==> config.mk <==
export PLATFORM = sky130hd
export DESIGN_NAME = lcdcf_pkt
export DESIGN_NICKNAME = d
export VERILOG_FILES = /design/src/rtl/core/lcdcf_pkg.sv /design/src/rtl/core/lcdcf_pkt.sv
export SDC_FILE = /design/constraint.sdc
export NUM_CORES = 1
export LEC_CHECK = 0
export ABC_CLOCK_PERIOD_IN_PS = 5800
export BUFFER_PORTS_ARGS = -buffer_cell sky130_fd_sc_hd__buf_2
export CAP_MARGIN = 10
export CORE_MARGIN = 1.5
export CORE_UTILIZATION = 51
export CTS_CLUSTER_DIAMETER = 80
export DETAILED_ROUTE_END_ITERATION = 8
export GPL_TIMING_DRIVEN = 0
export PLACE_DENSITY = 0.86
export SYNTH_ARGS = -nofsm -noshare
export SYNTH_HDL_FRONTEND = slang
export SYNTH_SLANG_ARGS = --single-unit
==> constraint.sdc <==
create_clock -name aclk -period 5.8 [get_ports aclk]
set_input_delay 0.29 -clock aclk [delete_from_list [all_inputs] [get_ports aclk]]
set_output_delay 0.29 -clock aclk [all_outputs]
set_load 0.02 [all_outputs]
==> src/rtl/core/lcdcf_pkg.sv <==
// Shared types, constants and helper functions of the cell frame buffer packetizer.
`default_nettype none
package lcdcf_pkg;

    // Pixel store: one byte holds 8 vertically adjacent pixels of one column.
    localparam int FB_WIDTH  = 8;
    localparam int FB_DEPTH  = 768;
    localparam int FB_AW     = 10;
    // Dirty map: one word per cell column, one bit per cell row.
    localparam int DM_WIDTH  = 4;
    localparam int DM_DEPTH  = 12;
    localparam int DM_AW     = 4;
    localparam logic [DM_AW-1:0] DM_LAST = 4'd11;
    localparam logic [6:0] X_MAX = 7'd95;

    // Input actions.
    localparam logic [2:0] ACT_WRITE     = 3'd0;
    localparam logic [2:0] ACT_READ      = 3'd1;
    localparam logic [2:0] ACT_REDRAW    = 3'd2;
    localparam logic [2:0] ACT_BACKLIGHT = 3'd3;
    localparam logic [2:0] ACT_INIT      = 3'd4;

    // Result kinds.
    localparam logic KIND_READ = 1'b0;
    localparam logic KIND_CMD  = 1'b1;

    // Emit requests from the sequencer to the packet stage.
    localparam logic [2:0] OP_READ  = 3'd0;
    localparam logic [2:0] OP_CELL1 = 3'd1;
    localparam logic [2:0] OP_CELL2 = 3'd2;
    localparam logic [2:0] OP_BL    = 3'd3;
    localparam logic [2:0] OP_INIT  = 3'd4;

    // Command constants.
    localparam logic [3:0]  TAG_CELL1 = 4'hd;
    localparam logic [3:0]  TAG_CELL2 = 4'ha;
    localparam logic [3:0]  TAG_BL    = 4'h0;
    localparam logic [7:0]  BL_ON     = 8'h95;
    localparam logic [7:0]  BL_OFF    = 8'h96;
    localparam logic [7:0]  INIT_B2   = 8'h86;
    localparam logic [7:0]  INIT_B3   = 8'h51;
    localparam logic [7:0]  INIT_TAG  = 8'h01;
    localparam logic [39:0] INIT_PAY  = 40'hea_ee_0a_19_28;
    localparam logic [4:0]  TAG_MOD   = 5'd10;

    typedef struct packed {
        logic        go;
        logic [2:0]  op;
        logic        rbit;
        logic        on;
        logic        more;
        logic [7:0]  b2;
        logic [63:0] data;
    } emit_t;

    // Low tag nibble plus one, modulo ten.
    function automatic logic [3:0] next_count(input logic [3:0] low);
        logic [4:0] n;
        n = {1'b0, low} + 5'd1;
        if (n >= TAG_MOD) begin
            n = n - TAG_MOD;
        end
        return n[3:0];
    endfunction

    // Stored byte to display byte: first row to the MSB, pixels inverted.
    function automatic logic [7:0] cell_byte(input logic [7:0] d);
        logic [7:0] v;
        for (int i = 0; i < 8; i++) begin
            v[7-i] = ~d[i];
        end
        return v;
    endfunction

endpackage
`default_nettype wire

==> src/rtl/core/lcdcf_pkt.sv <==
// Command register file, packet formatting and result output register.
`default_nettype none
module lcdcf_pkt (
    input  wire logic                aclk,
    input  wire logic                aresetn,
    input  wire lcdcf_pkg::emit_t    req,
    output logic                     out_free,
    output logic                     m_tvalid,
    input  wire logic                m_tready,
    output logic [95:0]              m_tdata,   // read_value, byte_two, byte_three,
                                                // payload, tag_byte, more_dirty, zero pad
    output logic                     m_tuser,   // kind
    output logic                     m_tlast
);

    logic [7:0]  b2_reg, b2_next;
    logic [7:0]  b3_reg, b3_next;
    logic [63:0] pay_reg, pay_next;
    logic [7:0]  tag_reg, tag_next;
    logic        valid_reg, valid_next;
    logic        kind_reg, kind_next;
    logic        rbit_reg, rbit_next;
    logic        last_reg, last_next;
    logic        more_reg, more_next;
    logic [3:0]  cnt;

    assign out_free = !valid_reg || m_tready;
    assign cnt      = lcdcf_pkg::next_count(tag_reg[3:0]);

    always_comb begin
        b2_next    = b2_reg;
        b3_next    = b3_reg;
        pay_next   = pay_reg;
        tag_next   = tag_reg;
        valid_next = valid_reg && !m_tready;
        kind_next  = kind_reg;
        rbit_next  = rbit_reg;
        last_next  = last_reg;
        more_next  = more_reg;
        if (req.go) begin
            valid_next = 1'b1;
            kind_next  = lcdcf_pkg::KIND_CMD;
            rbit_next  = 1'b0;
            last_next  = 1'b1;
            more_next  = 1'b0;
            unique case (req.op)
                lcdcf_pkg::OP_READ: begin
                    kind_next = lcdcf_pkg::KIND_READ;
                    rbit_next = req.rbit;
                end
                lcdcf_pkg::OP_CELL1: begin
                    b3_next   = b3_reg ^ 8'h01;
                    tag_next  = {lcdcf_pkg::TAG_CELL1, cnt};
                    b2_next   = req.b2;
                    pay_next  = req.data;
                    last_next = 1'b0;
                    more_next = req.more;
                end
                lcdcf_pkg::OP_CELL2: begin
                    b3_next   = b3_reg ^ 8'h01;
                    tag_next  = {lcdcf_pkg::TAG_CELL2, cnt};
                    b2_next   = req.b2;
                    pay_next  = req.data;
                    more_next = req.more;
                end
                lcdcf_pkg::OP_BL: begin
                    b3_next  = b3_reg ^ 8'h01;
                    tag_next = {lcdcf_pkg::TAG_BL, cnt};
                    b2_next  = req.on ? lcdcf_pkg::BL_ON : lcdcf_pkg::BL_OFF;
                    pay_next = '0;
                end
                lcdcf_pkg::OP_INIT: begin
                    b2_next  = lcdcf_pkg::INIT_B2;
                    b3_next  = lcdcf_pkg::INIT_B3;
                    tag_next = lcdcf_pkg::INIT_TAG;
                    pay_next = {lcdcf_pkg::INIT_PAY, pay_reg[23:0]};
                end
                default: begin
                    valid_next = valid_reg && !m_tready;
                end
            endcase
        end
    end

    always_ff @(posedge aclk) begin
        if (!aresetn) begin
            b2_reg    <= '0;
            b3_reg    <= '0;
            pay_reg   <= '0;
            tag_reg   <= '0;
            valid_reg <= 1'b0;
        end else begin
            b2_reg    <= b2_next;
            b3_reg    <= b3_next;
            pay_reg   <= pay_next;
            tag_reg   <= tag_next;
            valid_reg <= valid_next;
        end
        kind_reg <= kind_next;
        rbit_reg <= rbit_next;
        last_reg <= last_next;
        more_reg <= more_next;
    end

    // Read results show zeros in all command fields.
    always_comb begin
        m_tvalid = valid_reg;
        m_tuser  = kind_reg;
        m_tlast  = last_reg;
        if (kind_reg == lcdcf_pkg::KIND_READ) begin
            m_tdata = {95'd0, rbit_reg};
        end else begin
            m_tdata = {6'd0, more_reg, tag_reg, pay_reg, b3_reg, b2_reg, 1'b0};
        end
    end

endmodule
`default_nettype wire

======== Word-level counts from Yosys, hierarchy flattened ========
Cells that the tools add are included.
word-level totals
  register bits ........................... 93
  logic and storage cells ................. 49
cells by class
  add/subtract/negate cells ............... 2
  $lt $le $gt $ge ......................... 1
  equal/unequal tests ..................... 4
  multiplexer cells ....................... 11
  bitwise logic cells ..................... 3
  reduce and logical (&&, ||, !) cells .... 17
operators with widths
  cell                                                                                  count
  64-bit one-hot mux with 3 select lines                                                1
  90-bit two-way mux                                                                    1
  8-bit one-hot mux with 4 select lines                                                 1
  8-bit one-hot mux with 3 select lines                                                 1
  8-bit one-hot mux with 2 select lines                                                 1
  3-bit by 2-bit equality test with 1-bit output (second input constant)                2
  2-bit AND reduction                                                                   3
  3-bit AND reduction                                                                   2
  4-bit by 1-bit adder with 5-bit output (second input constant)                        1
  5-bit by 4-bit greater-or-equal comparator with 1-bit output (second input constant)  1
  5-bit OR reduction                                                                    1
  1-bit two-way mux                                                                     4
  4-bit two-way mux                                                                     1
  2-bit nonzero test                                                                    2
  4-bit nonzero test                                                                    1
  4-bit subtractor (second input constant)                                              1
  3-bit by 1-bit equality test with 1-bit output (second input constant)                1
  3-bit equality test (second input constant)                                           1
  3-bit logical NOT                                                                     1
  1-bit NOT                                                                             3
  3-bit nonzero test                                                                    1
  3-bit OR reduction                                                                    1
  1-bit logical NOT                                                                     2
  2-bit two-way mux                                                                     1
  other kinds (3)                                                                       3

======== Logic depth before layout (Yosys ltp) ========
Gate-level depths: netlist of run 1.
  depth in word-level cells ............... 4
  mapped depth ............................ 7
  mapped depth without buffers ............ 7

======== Worst setup path before layout of run 1 ========
OpenSTA, ideal clock, no wires.
  path kind ............................... reg-to-reg
  start ................................... reg tag_reg[0]
  end ..................................... reg tag_reg[1]
  library setup time ...................... 122 ps
  arrival ................................. 1,893 ps
  required time ........................... 5,678 ps
  slack ................................... 3,785 ps
  cell stages (with the launch flop) ...... 8
  period minus slack after synthesis ...... 2,015 ps
  cells stage by stage .................... dfxtp_1 -> ha_1 -> xnor2_1 -> ha_1 -> a2bb2oi_1 -> nor2_1 -> o311a_1 -> a311o_1
between the ends
  cells in the longest elaborated chain, start to end .. 4
ends and longest elaborated chain
  element                                                                                                  line                              text
  from (decl)                                                                                              lcdcf_pkt.sv:19                   logic [7:0] tag_reg, tag_next;
  from (signal assigned)                                                                                   lcdcf_pkt.sv:96                   tag_reg <= tag_next;
  4-bit by 1-bit adder with 5-bit output (*)                                                               lcdcf_pkg.sv:59                   n = {1'b0, low} + 5'd1;
  4-bit subtractor / 5-bit by 4-bit greater-or-equal comparator with 1-bit output (equally long branches)  lcdcf_pkg.sv:61, lcdcf_pkg.sv:60
  4-bit two-way mux (*)                                                                                    lcdcf_pkg.sv:60                   if (n >= TAG_MOD) begin
  8-bit one-hot mux with 4 select lines (*)                                                                lcdcf_pkt.sv:46                   unique case (req.op)
Mark *: on every way between the ends. The rest lies on a longest branch, timed or not.
A chain may end at the register's enable or synchronous reset.

======== Final worst setup path of run 1 ========
  start ................................... reg kind_reg (netlist: m_tuser)
  end ..................................... out m_tdata[87]
between the ends
  cells in the longest elaborated chain, start to end .. 1
ends and longest elaborated chain
  element                 line              text
  from (decl)             lcdcf_pkt.sv:21   logic kind_reg, kind_next;
  from (signal assigned)  lcdcf_pkt.sv:99   kind_reg <= kind_next;
  90-bit two-way mux      lcdcf_pkt.sv:110  if (kind_reg == lcdcf_pkg::KIND_READ) begin
  to (decl)               lcdcf_pkt.sv:10   output logic [95:0] m_tdata,
Every way passes these cells.

==> flow_metrics.env, run 1 <==
export IMPL_status="finished clean"
export IMPL_drc=0
export IMPL_routed_wl_microns=11500
export IMPL_finalSetupTns_ns=0
export IMPL_fp_dieH_microns=91.3
export IMPL_port_buffers=168
export IMPL_cp_top_family="buffers and inverters"
export IMPL_worstReg2RegEnd="tag_reg[1]"
export IMPL_io_pins=182
export IMPL_fmax_mhz=417
export IMPL_ir_drop_uv=165
export IMPL_root_buffer="clkbuf_8"
export IMPL_grt_pass1_wl_microns=18100
export IMPL_drtPass1Iterations=4
export IMPL_worst_path_buf_inv=4
export IMPL_postPlaceCellArea_sq_mm=0.00498
export IMPL_cts_setup_buffers=0
export IMPL_gp_congestion=0.831
export IMPL_num_rows=32
export IMPL_rsz0062_at_grt="false"
export IMPL_synth_edf_count=4
export IMPL_core_sq_mm=0.00765
export IMPL_maxSlewViolCount=0
export IMPL_endpoint="m_tdata[87]"
export IMPL_synthFlopType="dfxtp_1"
export IMPL_ant_nets=0
export IMPL_crit_chain="clkbuf_1 > clkbuf_1 > and2_1 > buf_4 > buf_2"
export IMPL_drtIter0Drc=109
export IMPL_ctsResizeCount=0
export IMPL_synth_top_area_cell="dfxtp_1"
export IMPL_synth_area_top_cells="dfxtp_1 (41%), and2_1 (13%), a22oi_1 (9.2%), nor2_1 (7.5%), a21oi_1 (3.3%)"
export IMPL_grt_use_total_pct=27.1
export IMPL_hold_path_depth=3
export IMPL_ctsHoldBuffers=0
export IMPL_required_ns=5.51
export IMPL_post_route_util_pct=68.0
export IMPL_seq_area_frac_synth_pct=44.3
export IMPL_cts_tree="built"
export IMPL_p_per_area_mw_per_mm2=252
export IMPL_hold_class="input pin to register"
export IMPL_synth_seq_cells=86
export IMPL_crit_fanout=10
export IMPL_wire_per_inst_microns=15.1
export IMPL_initial_utilization_pct=52.0
export IMPL_drive_gt1_share_pct=34.2
export IMPL_post_synth_top_count_cell="and2_1"
export IMPL_clock_sinks=86
export IMPL_crit_top_cell="clkbuf_1"
export IMPL_vias=3994
export IMPL_crit_path_end_kind="output pin"
export IMPL_place_ws_ns=3.53
export IMPL_setup_violations=0
export IMPL_r2r_slack_ns=3.49
export IMPL_cts_buffers=9
export IMPL_async_flop_share_pct=0
export IMPL_first_global_vias=3871
export IMPL_synth_area_sq_mm=0.00398
export IMPL_max_stage_delay_ns=0.43
export IMPL_grt_max_degree=16
export IMPL_design_area_sq_mm=0.00520
export IMPL_largest_reg_flops=64
export IMPL_antenna_found_initial=0
export IMPL_yosysTopAreaCellShare_pct=41.3
export IMPL_tightest_slew_ns=0.601
export IMPL_ys_warn_count=0
export IMPL_clkLatencyLatePin_ns=0.34
export IMPL_final_setup_worst_slack_ns=3.40
export IMPL_worstReg2RegStart="tag_reg[0]"
export IMPL_area_growth_syn_to_layout_pct=30.7
export IMPL_cp_start_kind="register"
export IMPL_hold_viol_final=0
export IMPL_finalCritPeriodShare_pct=41.3
export IMPL_synth_cell_type_count=46
export IMPL_cp_depth=5
export IMPL_maxCapViolCount=0
export IMPL_synth_commonest_cells="and2_1 (84), dfxtp_1 (82), nor2_1 (80)"
export IMPL_r2r_cells=7
export IMPL_totalPowerFinal_mw=1.31
export IMPL_slew_headroom_pct=59.9
export IMPL_diodes=0
export IMPL_clockBufferDepth=2
export IMPL_netlist_instances=463
export IMPL_clk_pin_slew_ns=0.09
export IMPL_syn_avg_cell_area_sq_um=8.59
export IMPL_cp_startpoint="m_tuser"
export IMPL_viasPerCell=5.26
export IMPL_dp_final_hpwl_microns=8610
export IMPL_nets=737
export IMPL_grt_ovfl_total=0
export IMPL_crit_type="register to output pin"
export IMPL_timing_final_crit_period_ns=2.40
export IMPL_dieArea_sq_mm=0.00834
export IMPL_fin_skew_ns=0.00581
export IMPL_arrival_ns=2.11
export IMPL_htree_levels=3
export IMPL_die_x_microns=91.3
export IMPL_cellLeakagePower_nw=2.52
export IMPL_critical_path_slowest_cell="clkbuf_1"
## routing by layer
| metal | routed length, microns | global-route usage (%) | up-vias |
|---|---|---|---|
| met5 | 0 | 0 | - |
| met4 | 241 | 9.77 | 0 |
| met3 | 779 | 5.78 | 24 |
| met2 | 5760 | 49.4 | 166 |
| met1 | 4680 | 30.9 | 1874 |
| li1 | - | - | 1930 |
## layout make-up
class                           count  area, sq um
Clock buffer                       11          151
Inverter                            4         15.0
Sequential cell                    86         1760
Buffer                             55          308
Multi-Input combinational cell    328         1930
Fill cell                         670         2450
Clock inverter                      5         65.1
Timing Repair Buffer              168          841
Tap cell                          102          128
## logic make-up (layout without fill, tap and decap cells)
family | count (synthesis) | count (layout) | share of synthesized area, %
compound gates | 100 | 100 | 18.0
xor+xnor | 2 | 2 | 0.440
fa+ha+maj | 3 | 3 | 0.944
buf+inv | 59 | 243 | 8.12
flops | 86 | 86 | 44.3
mux | 3 | 3 | 0.755
other cells | 1 | 11 | 0.0943
simple gates | 209 | 209 | 27.4
## where the power goes
part / switching [mW] / leakage, nW / total [mW] / internal [mW]
clock network: 0.223 / 0.111 / 0.451 / 0.228
logic: 0.133 / 1.70 / 0.222 / 0.0896
registers: 0.0145 / 0.709 / 0.639 / 0.624
## worst reg2reg max path, delay by kind of cell (launching register included)
family          cells  cell delay, ns
fa+ha+maj           2            0.67
compound gates      4            0.90
xor+xnor            1            0.17
flops               1            0.46
## stage by stage
step,std cells,hold slack (ns)
floorplan,473,0.402
global placement,743,0.459
detailed placement,743,0.478
CTS,759,0.171
global route,759,0.180
finish,759,0.176
## cell usage in the layout (no fill, tap or decap), types with 2 or more instances in the layout
master | synthesis | routed
o221a_2 | 2 | 2
a211oi_2 | 2 | 2
clkinv_4 | 0 | 2
nand3_1 | 3 | 3
nand3b_1 | 2 | 2
a21oi_1 | 26 | 26
dfxtp_1 | 82 | 82
inv_6 | 0 | 2
ha_1 | 3 | 3
a22oi_1 | 49 | 49
nor2_1 | 80 | 80
a211oi_1 | 4 | 4
clkbuf_1 | 24 | 24
buf_4 | 15 | 15
inv_1 | 3 | 3
mux2i_1 | 3 | 3
buf_2 | 12 | 180
nand2b_1 | 5 | 5
edfxtp_1 | 4 | 4
nor3_1 | 16 | 16
clkbuf_8 | 0 | 11
nor2b_1 | 3 | 3
conb_1 | 1 | 11
a31oi_1 | 5 | 5
xnor2_1 | 2 | 2
and2_1 | 84 | 84
o31ai_1 | 2 | 2
buf_6 | 4 | 4
nand2_1 | 7 | 7
## worst min path at each step
stage / start / to / slack (ns)
4_1_cts: req[2] / pay_reg[2] / 0.17
2_1_floorplan: req[78] / m_tlast / 0.40
3_3_place_gp: tag_reg[7] / tag_reg[7] / 0.46
5_1_grt: req[3] / pay_reg[3] / 0.18
6_report: req[2] / pay_reg[2] / 0.18
3_5_place_dp: tag_reg[7] / tag_reg[7] / 0.48
No activity file was read; power rests on OpenSTA's default activity.
==> run 2, diff against run 1 <==
--- a/config.mk
+++ b/config.mk
@@ -5,15 +5,15 @@
 export SDC_FILE = /design/constraint.sdc
 export NUM_CORES = 1
 export LEC_CHECK = 0
-export ABC_CLOCK_PERIOD_IN_PS = 5800
+export ABC_CLOCK_PERIOD_IN_PS = 2100
 export BUFFER_PORTS_ARGS = -buffer_cell sky130_fd_sc_hd__buf_2
 export CAP_MARGIN = 10
 export CORE_MARGIN = 1.5
-export CORE_UTILIZATION = 51
+export CORE_UTILIZATION = 42
 export CTS_CLUSTER_DIAMETER = 80
 export DETAILED_ROUTE_END_ITERATION = 8
 export GPL_TIMING_DRIVEN = 0
-export PLACE_DENSITY = 0.86
+export PLACE_DENSITY = 0.76
 export SYNTH_ARGS = -nofsm -noshare
 export SYNTH_HDL_FRONTEND = slang
 export SYNTH_SLANG_ARGS = --single-unit
==> constraint.sdc (replaced) <==
create_clock -name aclk -period 2.1 [get_ports aclk]
set_input_delay 0.105 -clock aclk [delete_from_list [all_inputs] [get_ports aclk]]
set_output_delay 0.105 -clock aclk [all_outputs]
set_load 0.02 [all_outputs]
==> run 2 against run 1 <==
Critical path depth rose by 2. First-iteration DRC count rose by 76%. Highest routed layer unchanged. Largest cell class unchanged. Worst hold slack got worse by 0.17 ns. Critical endpoint is now tag_reg[1]. Combinational power rose to 3.0 times the previous value. Register-to-register slack got worse by 3.4 ns.
==> flow_metrics.env, run 2 (synthesis results as in run 1) <==
export IMPL_status="finished clean"
export IMPL_antenna_found_initial=0
export IMPL_setup_violations=0
export IMPL_worst_path_buf_inv=0
export IMPL_maxCapViolCount=0
export IMPL_slew_headroom_pct=59.1
export IMPL_timing_final_crit_period_ns=1.99
export IMPL_grt_ovfl_total=0
export IMPL_cp_depth=7
export IMPL_drtPass1Iterations=5
export IMPL_core_sq_mm=0.00920
export IMPL_grt_max_degree=16
export IMPL_nets=766
export IMPL_rsz0062_at_grt="false"
export IMPL_first_global_vias=3991
export IMPL_cts_tree="built"
export IMPL_wire_per_inst_microns=15.7
export IMPL_cellLeakagePower_nw=2.65
export IMPL_arrival_ns=2.24
export IMPL_grt_pass1_wl_microns=19600
export IMPL_tightest_slew_ns=0.613
export IMPL_crit_fanout=8
export IMPL_hold_ws_ns=0.00689
export IMPL_hold_path_depth=3
export IMPL_clock_sinks=86
export IMPL_dieArea_sq_mm=0.0101
export IMPL_clk_pin_slew_ns=0.09
export IMPL_instances_no_fill=797
export IMPL_fin_skew_ns=0.00339
export IMPL_crit_top_cell="ha_4"
export IMPL_r2r_cells=7
export IMPL_clockBufferDepth=2
export IMPL_largest_reg_flops=64
export IMPL_ant_nets=0
export IMPL_drive_gt1_share_pct=34.0
export IMPL_crit_chain="ha_4 > xnor2_1 > ha_4 > a2bb2oi_1 > nor2_1 > o311a_1 > a311o_1"
export IMPL_required_ns=2.34
export IMPL_drtIter0Drc=192
export IMPL_cp_startpoint="tag_reg[0]"
export IMPL_cts_buffers=9
export IMPL_crit_type="register to register"
export IMPL_critical_path_slowest_cell="dfxtp_4"
export IMPL_fp_dieH_microns=100
export IMPL_design_area_sq_mm=0.00556
export IMPL_hold_class="input pin to register"
export IMPL_htree_levels=3
export IMPL_viasPerCell=5.16
export IMPL_grt_use_total_pct=24.8
export IMPL_io_pins=182
export IMPL_cp_start_kind="register"
export IMPL_max_stage_delay_ns=0.39
export IMPL_finalSetupTns_ns=0
export IMPL_routed_wl_microns=12500
export IMPL_vias=4114
export IMPL_die_x_microns=100
export IMPL_cts_setup_buffers=0
export IMPL_fmax_mhz=501
export IMPL_maxSlewViolCount=0
export IMPL_finalCritPeriodShare_pct=95.0
export IMPL_area_growth_syn_to_layout_pct=39.7
export IMPL_most_common_layout_cells="buf_2 (180), and2_1 (84), nor2_1 (80), dfxtp_1 (80), a22oi_1 (49)"
export IMPL_postPlaceCellArea_sq_mm=0.00499
export IMPL_gp_congestion=0.880
export IMPL_diodes=0
export IMPL_root_buffer="clkbuf_8"
export IMPL_dp_cells=752
export IMPL_crit_path_end_kind="register"
export IMPL_drc=0
export IMPL_port_buffers=168
export IMPL_ir_drop_uv=336
export IMPL_fill_cells=859
export IMPL_clkLatencyLatePin_ns=0.35
export IMPL_final_common_cell="buf_2"
export IMPL_dp_final_hpwl_microns=8880
export IMPL_hold_viol_final=0
export IMPL_p_per_area_mw_per_mm2=672
export IMPL_min_from="req[28]"
export IMPL_cp_top_family="compound AO/OA/AOI/OAI gates"
export IMPL_worstReg2RegStart="tag_reg[0]"
export IMPL_initial_utilization_pct=43.3
export IMPL_num_rows=35
## run 2: cell types whose count changed in the layout (fill, tap and decap cells not counted), moves of 3 or more
| cell | change |
|---|---|
| dlygate4sd3_1 | +29 |
| clkbuf_1 | -3 |
| ha_4 | +3 |
| ha_1 | -3 |
| clkbuf_2 | +3 |
## run 2: worst paths after layout
| kind | to | slack [ns] |
|---|---|---|
| worst max-delay path | tag_reg[1] | 0.11 |
| worst min-delay path | pay_reg[28] | 0.007 |
| worst max register to register | tag_reg[1] | 0.11 |
| worst min register to register | b3_reg[6] | 0.47 |
## run 2: timing repair
item,in CTS,in global routing
gates resized for setup,6,7
hold buffers,29,0
endpoints found under the hold margin,29,0
setup endpoints to repair,9,29
## run 2: power breakdown
group          internal (mW)  switching, mW
logic                  0.290          0.380
registers               1.72         0.0408
clock network          0.662          0.638
## run 2: layout make-up
| class | count | area [sq um] | share of cell area (%) |
|---|---|---|---|
| multi-input cells | 328 | 1970 | 35.4 |
| flip-flops and latches | 86 | 1770 | 31.8 |
| repair buffers | 197 | 1130 | 20.4 |
| plain buffers | 55 | 312 | 5.61 |
| clock buffers | 11 | 163 | 2.93 |
| well taps | 111 | 139 | 2.50 |
| clock inverters | 5 | 62.6 | 1.13 |
| inverters | 4 | 15.0 | 0.270 |
## run 2: worst min-delay path: stages
cell     delay [ns]
buf_2          0.08
a22oi_1        0.07
nor2_1         0.08
## run 2: through the flow
stage                     total power [mW]  utilization [%]  worst slack, ns
after floorplan                       2.19                -           0.0854
after global placement                2.40             54.3          -0.0718
after detailed placement              2.41             54.3           -0.123
after CTS                             3.74             60.1          0.00209
after global routing                  3.90             60.4          0.00514
final                                 3.73             60.4            0.105
## run 2: routing by layer
metal / up-vias / part of all wire [%] / GRT usage, %
met4: 0 / 1.7 / 8.02
met2: 177 / 50 / 44.0
met1: 1924 / 42 / 29.8
met5: - / 0 / 0
met3: 21 / 6.8 / 5.43
li1: 1992 / - / -
==> run 3, diff against run 2 <==
--- a/config.mk
+++ b/config.mk
@@ -9,11 +9,10 @@
 export BUFFER_PORTS_ARGS = -buffer_cell sky130_fd_sc_hd__buf_2
 export CAP_MARGIN = 10
 export CORE_MARGIN = 1.5
-export CORE_UTILIZATION = 42
+export CORE_UTILIZATION = 30
 export CTS_CLUSTER_DIAMETER = 80
 export DETAILED_ROUTE_END_ITERATION = 8
 export GPL_TIMING_DRIVEN = 0
-export PLACE_DENSITY = 0.76
 export SYNTH_ARGS = -nofsm -noshare
 export SYNTH_HDL_FRONTEND = slang
 export SYNTH_SLANG_ARGS = --single-unit
==> constraint.sdc (replaced) <==
create_clock -name aclk -period 2.1 [get_ports aclk]
set_input_delay 0.105 -clock aclk [delete_from_list [all_inputs] [get_ports aclk]]
set_output_delay 0.105 -clock aclk [all_outputs]
set_load 0.05 [all_outputs]
==> run 3 against run 2 <==
Register-to-register slack improved by 0.02 ns. Maximum frequency is 1.2% higher. Final cell count up 6.6%. Via count decreased by 2.0%. Critical path depth down 3. Largest cell class unchanged.
==> flow_metrics.env, run 3 (synthesis results as in run 1) <==
export IMPL_clk_pin_slew_ns=0.06
export IMPL_fin_skew_ns=0.00161
export IMPL_critical_path_slowest_cell="edfxtp_1"
export IMPL_num_rows=41
export IMPL_clock_sinks=86
export IMPL_diodes=0
export IMPL_drc=0
export IMPL_arrival_ns=1.87
export IMPL_fmax_mhz=507
export IMPL_gp_congestion=0.762
export IMPL_maxCapViolCount=0
export IMPL_cts_setup_buffers=0
export IMPL_cp_start_kind="register"
export IMPL_drtIter0Drc=174
export IMPL_dp_final_hpwl_microns=9200
export IMPL_htree_levels=3
export IMPL_core_sq_mm=0.0128
export IMPL_port_buffers=168
export IMPL_clkLatencyLatePin_ns=0.34
export IMPL_slew_headroom_pct=61.1
export IMPL_status="finished clean"
export IMPL_drive_gt1_share_pct=34.1
export IMPL_first_global_vias=3925
export IMPL_cellLeakagePower_nw=2.66
export IMPL_maxSlewViolCount=0
export IMPL_most_common_layout_cells="buf_2 (180), and2_1 (84), nor2_1 (80), dfxtp_1 (80), a22oi_1 (49)"
export IMPL_hold_viol_final=0
export IMPL_io_pins=182
export IMPL_setup_violations=0
export IMPL_hold_class="input pin to register"
export IMPL_p_sw_mw=1.21
export IMPL_post_route_util_pct=44.1
export IMPL_nets=758
export IMPL_p_int_mw=3.08
export IMPL_wire_per_inst_microns=14.6
export IMPL_power_frac_clock_pct=39.9
export IMPL_crit_fanout=10
export IMPL_grt_use_total_pct=17.9
export IMPL_multi_input_area_sq_mm=0.00196
export IMPL_p_per_area_mw_per_mm2=761
export IMPL_die_x_microns=118
export IMPL_initial_utilization_pct=31.1
export IMPL_antenna_found_initial=0
export IMPL_fp_dieH_microns=118
export IMPL_clockBufferDepth=2
export IMPL_cp_top_family="buffers and inverters"
export IMPL_dieArea_sq_mm=0.0140
export IMPL_largest_reg_flops=64
export IMPL_required_ns=2.00
export IMPL_tightest_slew_ns=0.581
export IMPL_worst_path_buf_inv=3
export IMPL_crit_chain="clkbuf_2 > buf_1 > and2_1 > buf_2"
export IMPL_crit_type="register to output pin"
export IMPL_regArea_sq_mm=0.00176
export IMPL_final_common_cell="buf_2"
export IMPL_grt_pass1_wl_microns=19800
export IMPL_cts_buffers=9
export IMPL_combPwrFrac_pct=18.9
export IMPL_grt_max_degree=14
export IMPL_cts_tree="built"
export IMPL_finalCritPeriodShare_pct=93.9
export IMPL_finalSetupTns_ns=0
export IMPL_rsz0062_at_grt="false"
export IMPL_timing_final_crit_period_ns=1.97
export IMPL_fill_cells=1287
export IMPL_ir_drop_uv=446
export IMPL_vias=4033
export IMPL_max_stage_delay_ns=0.37
export IMPL_drtPass1Iterations=4
export IMPL_root_buffer="clkbuf_16"
export IMPL_area_growth_syn_to_layout_pct=41.6
export IMPL_pwr_share_seq_pct=41.2
export IMPL_grt_ovfl_total=0
export IMPL_ant_nets=0
export IMPL_crit_path_end_kind="output pin"
export IMPL_swShare_pct=28.2
export IMPL_routed_wl_microns=12400
export IMPL_viasPerCell=4.74
[run 3: cell types whose count changed in the layout (fill, tap and decap cells not counted), moves of 2 or more]
cell,previous run,this run
clkinvlp_4,2,0
clkinv_2,0,2
clkbuf_8,10,1
clkbuf_16,1,9
dlygate4sd3_1,29,21
[run 3: worst register-to-register path, delay by kind of cell (launching register included)]
| kind | cells | cell delay (ns) |
|---|---|---|
| buf+inv | 1 | 0.07 |
| flops | 1 | 0.39 |
| compound gates | 3 | 0.76 |
| simple gates | 1 | 0.08 |
| fa+ha+maj | 2 | 0.54 |
[run 3: layer usage]
layer	up-vias	wire [microns]	global-route usage [%]
met2	148	5810	29.4
met1	1900	5640	22.7
li1	1973	-	-
met5	-	0	0
met4	0	170	5.79
met3	12	820	4.83
[run 3: path summary, 6_finish.rpt]
check | startpoint | end | slack, ns | depth (start not counted)
max | m_tuser | m_tdata[77] | 0.13 | 4
min | req[0] | pay_reg[0] | 0.02 | 3
max reg2reg | tag_reg[1] | tag_reg[1] | 0.13 | 7
min reg2reg | b2_reg[0] | b2_reg[0] | 0.49 | 2
[run 3: repair_timing]
item / CTS / global route
hold buffers: 21 / 0
hold endpoints to repair: 21 / 0
endpoints found under the setup margin: 72 / 18
gates resized for setup: 6 / 8
gates cloned: 0 / 0
[run 3: cell type report]
type                       instances  area share [%]
multi-input combinational        328            34.7
clock inverter                     4            1.24
tap                              172            3.82
buffer                            55            5.56
inverter                           4           0.267
sequential                        86            31.3
clock buffer                      12            4.38
timing repair buffer             189            18.7
[run 3: power groups by stage]
stage                     sequential, mW  clock, mW  combinational [mW]
after floorplan                     1.80          0               0.534
after global placement              1.80          0               0.764
after detailed placement            1.80          0               0.775
after CTS                           1.77       1.76               0.808
after global routing                1.77       1.82               0.875
final                               1.77       1.71               0.808
[run 3: per-stage QoR]
stage / instance area, sq um / power [mW] / instances / worst slack [ns] / hold WS (ns)
after global placement: 5070 / 2.56 / 813 / -0.0971 / 0.340
after detailed placement: 5070 / 2.57 / 813 / -0.131 / 0.348
after global routing: 5630 / 4.47 / 850 / 0.000974 / 0.0196
after floorplan: 4020 / 2.34 / 473 / 0.0854 / 0.217
final: 5630 / 4.28 / 850 / 0.129 / 0.0174
after CTS: 5620 / 4.34 / 850 / 0.00360 / 0.000760
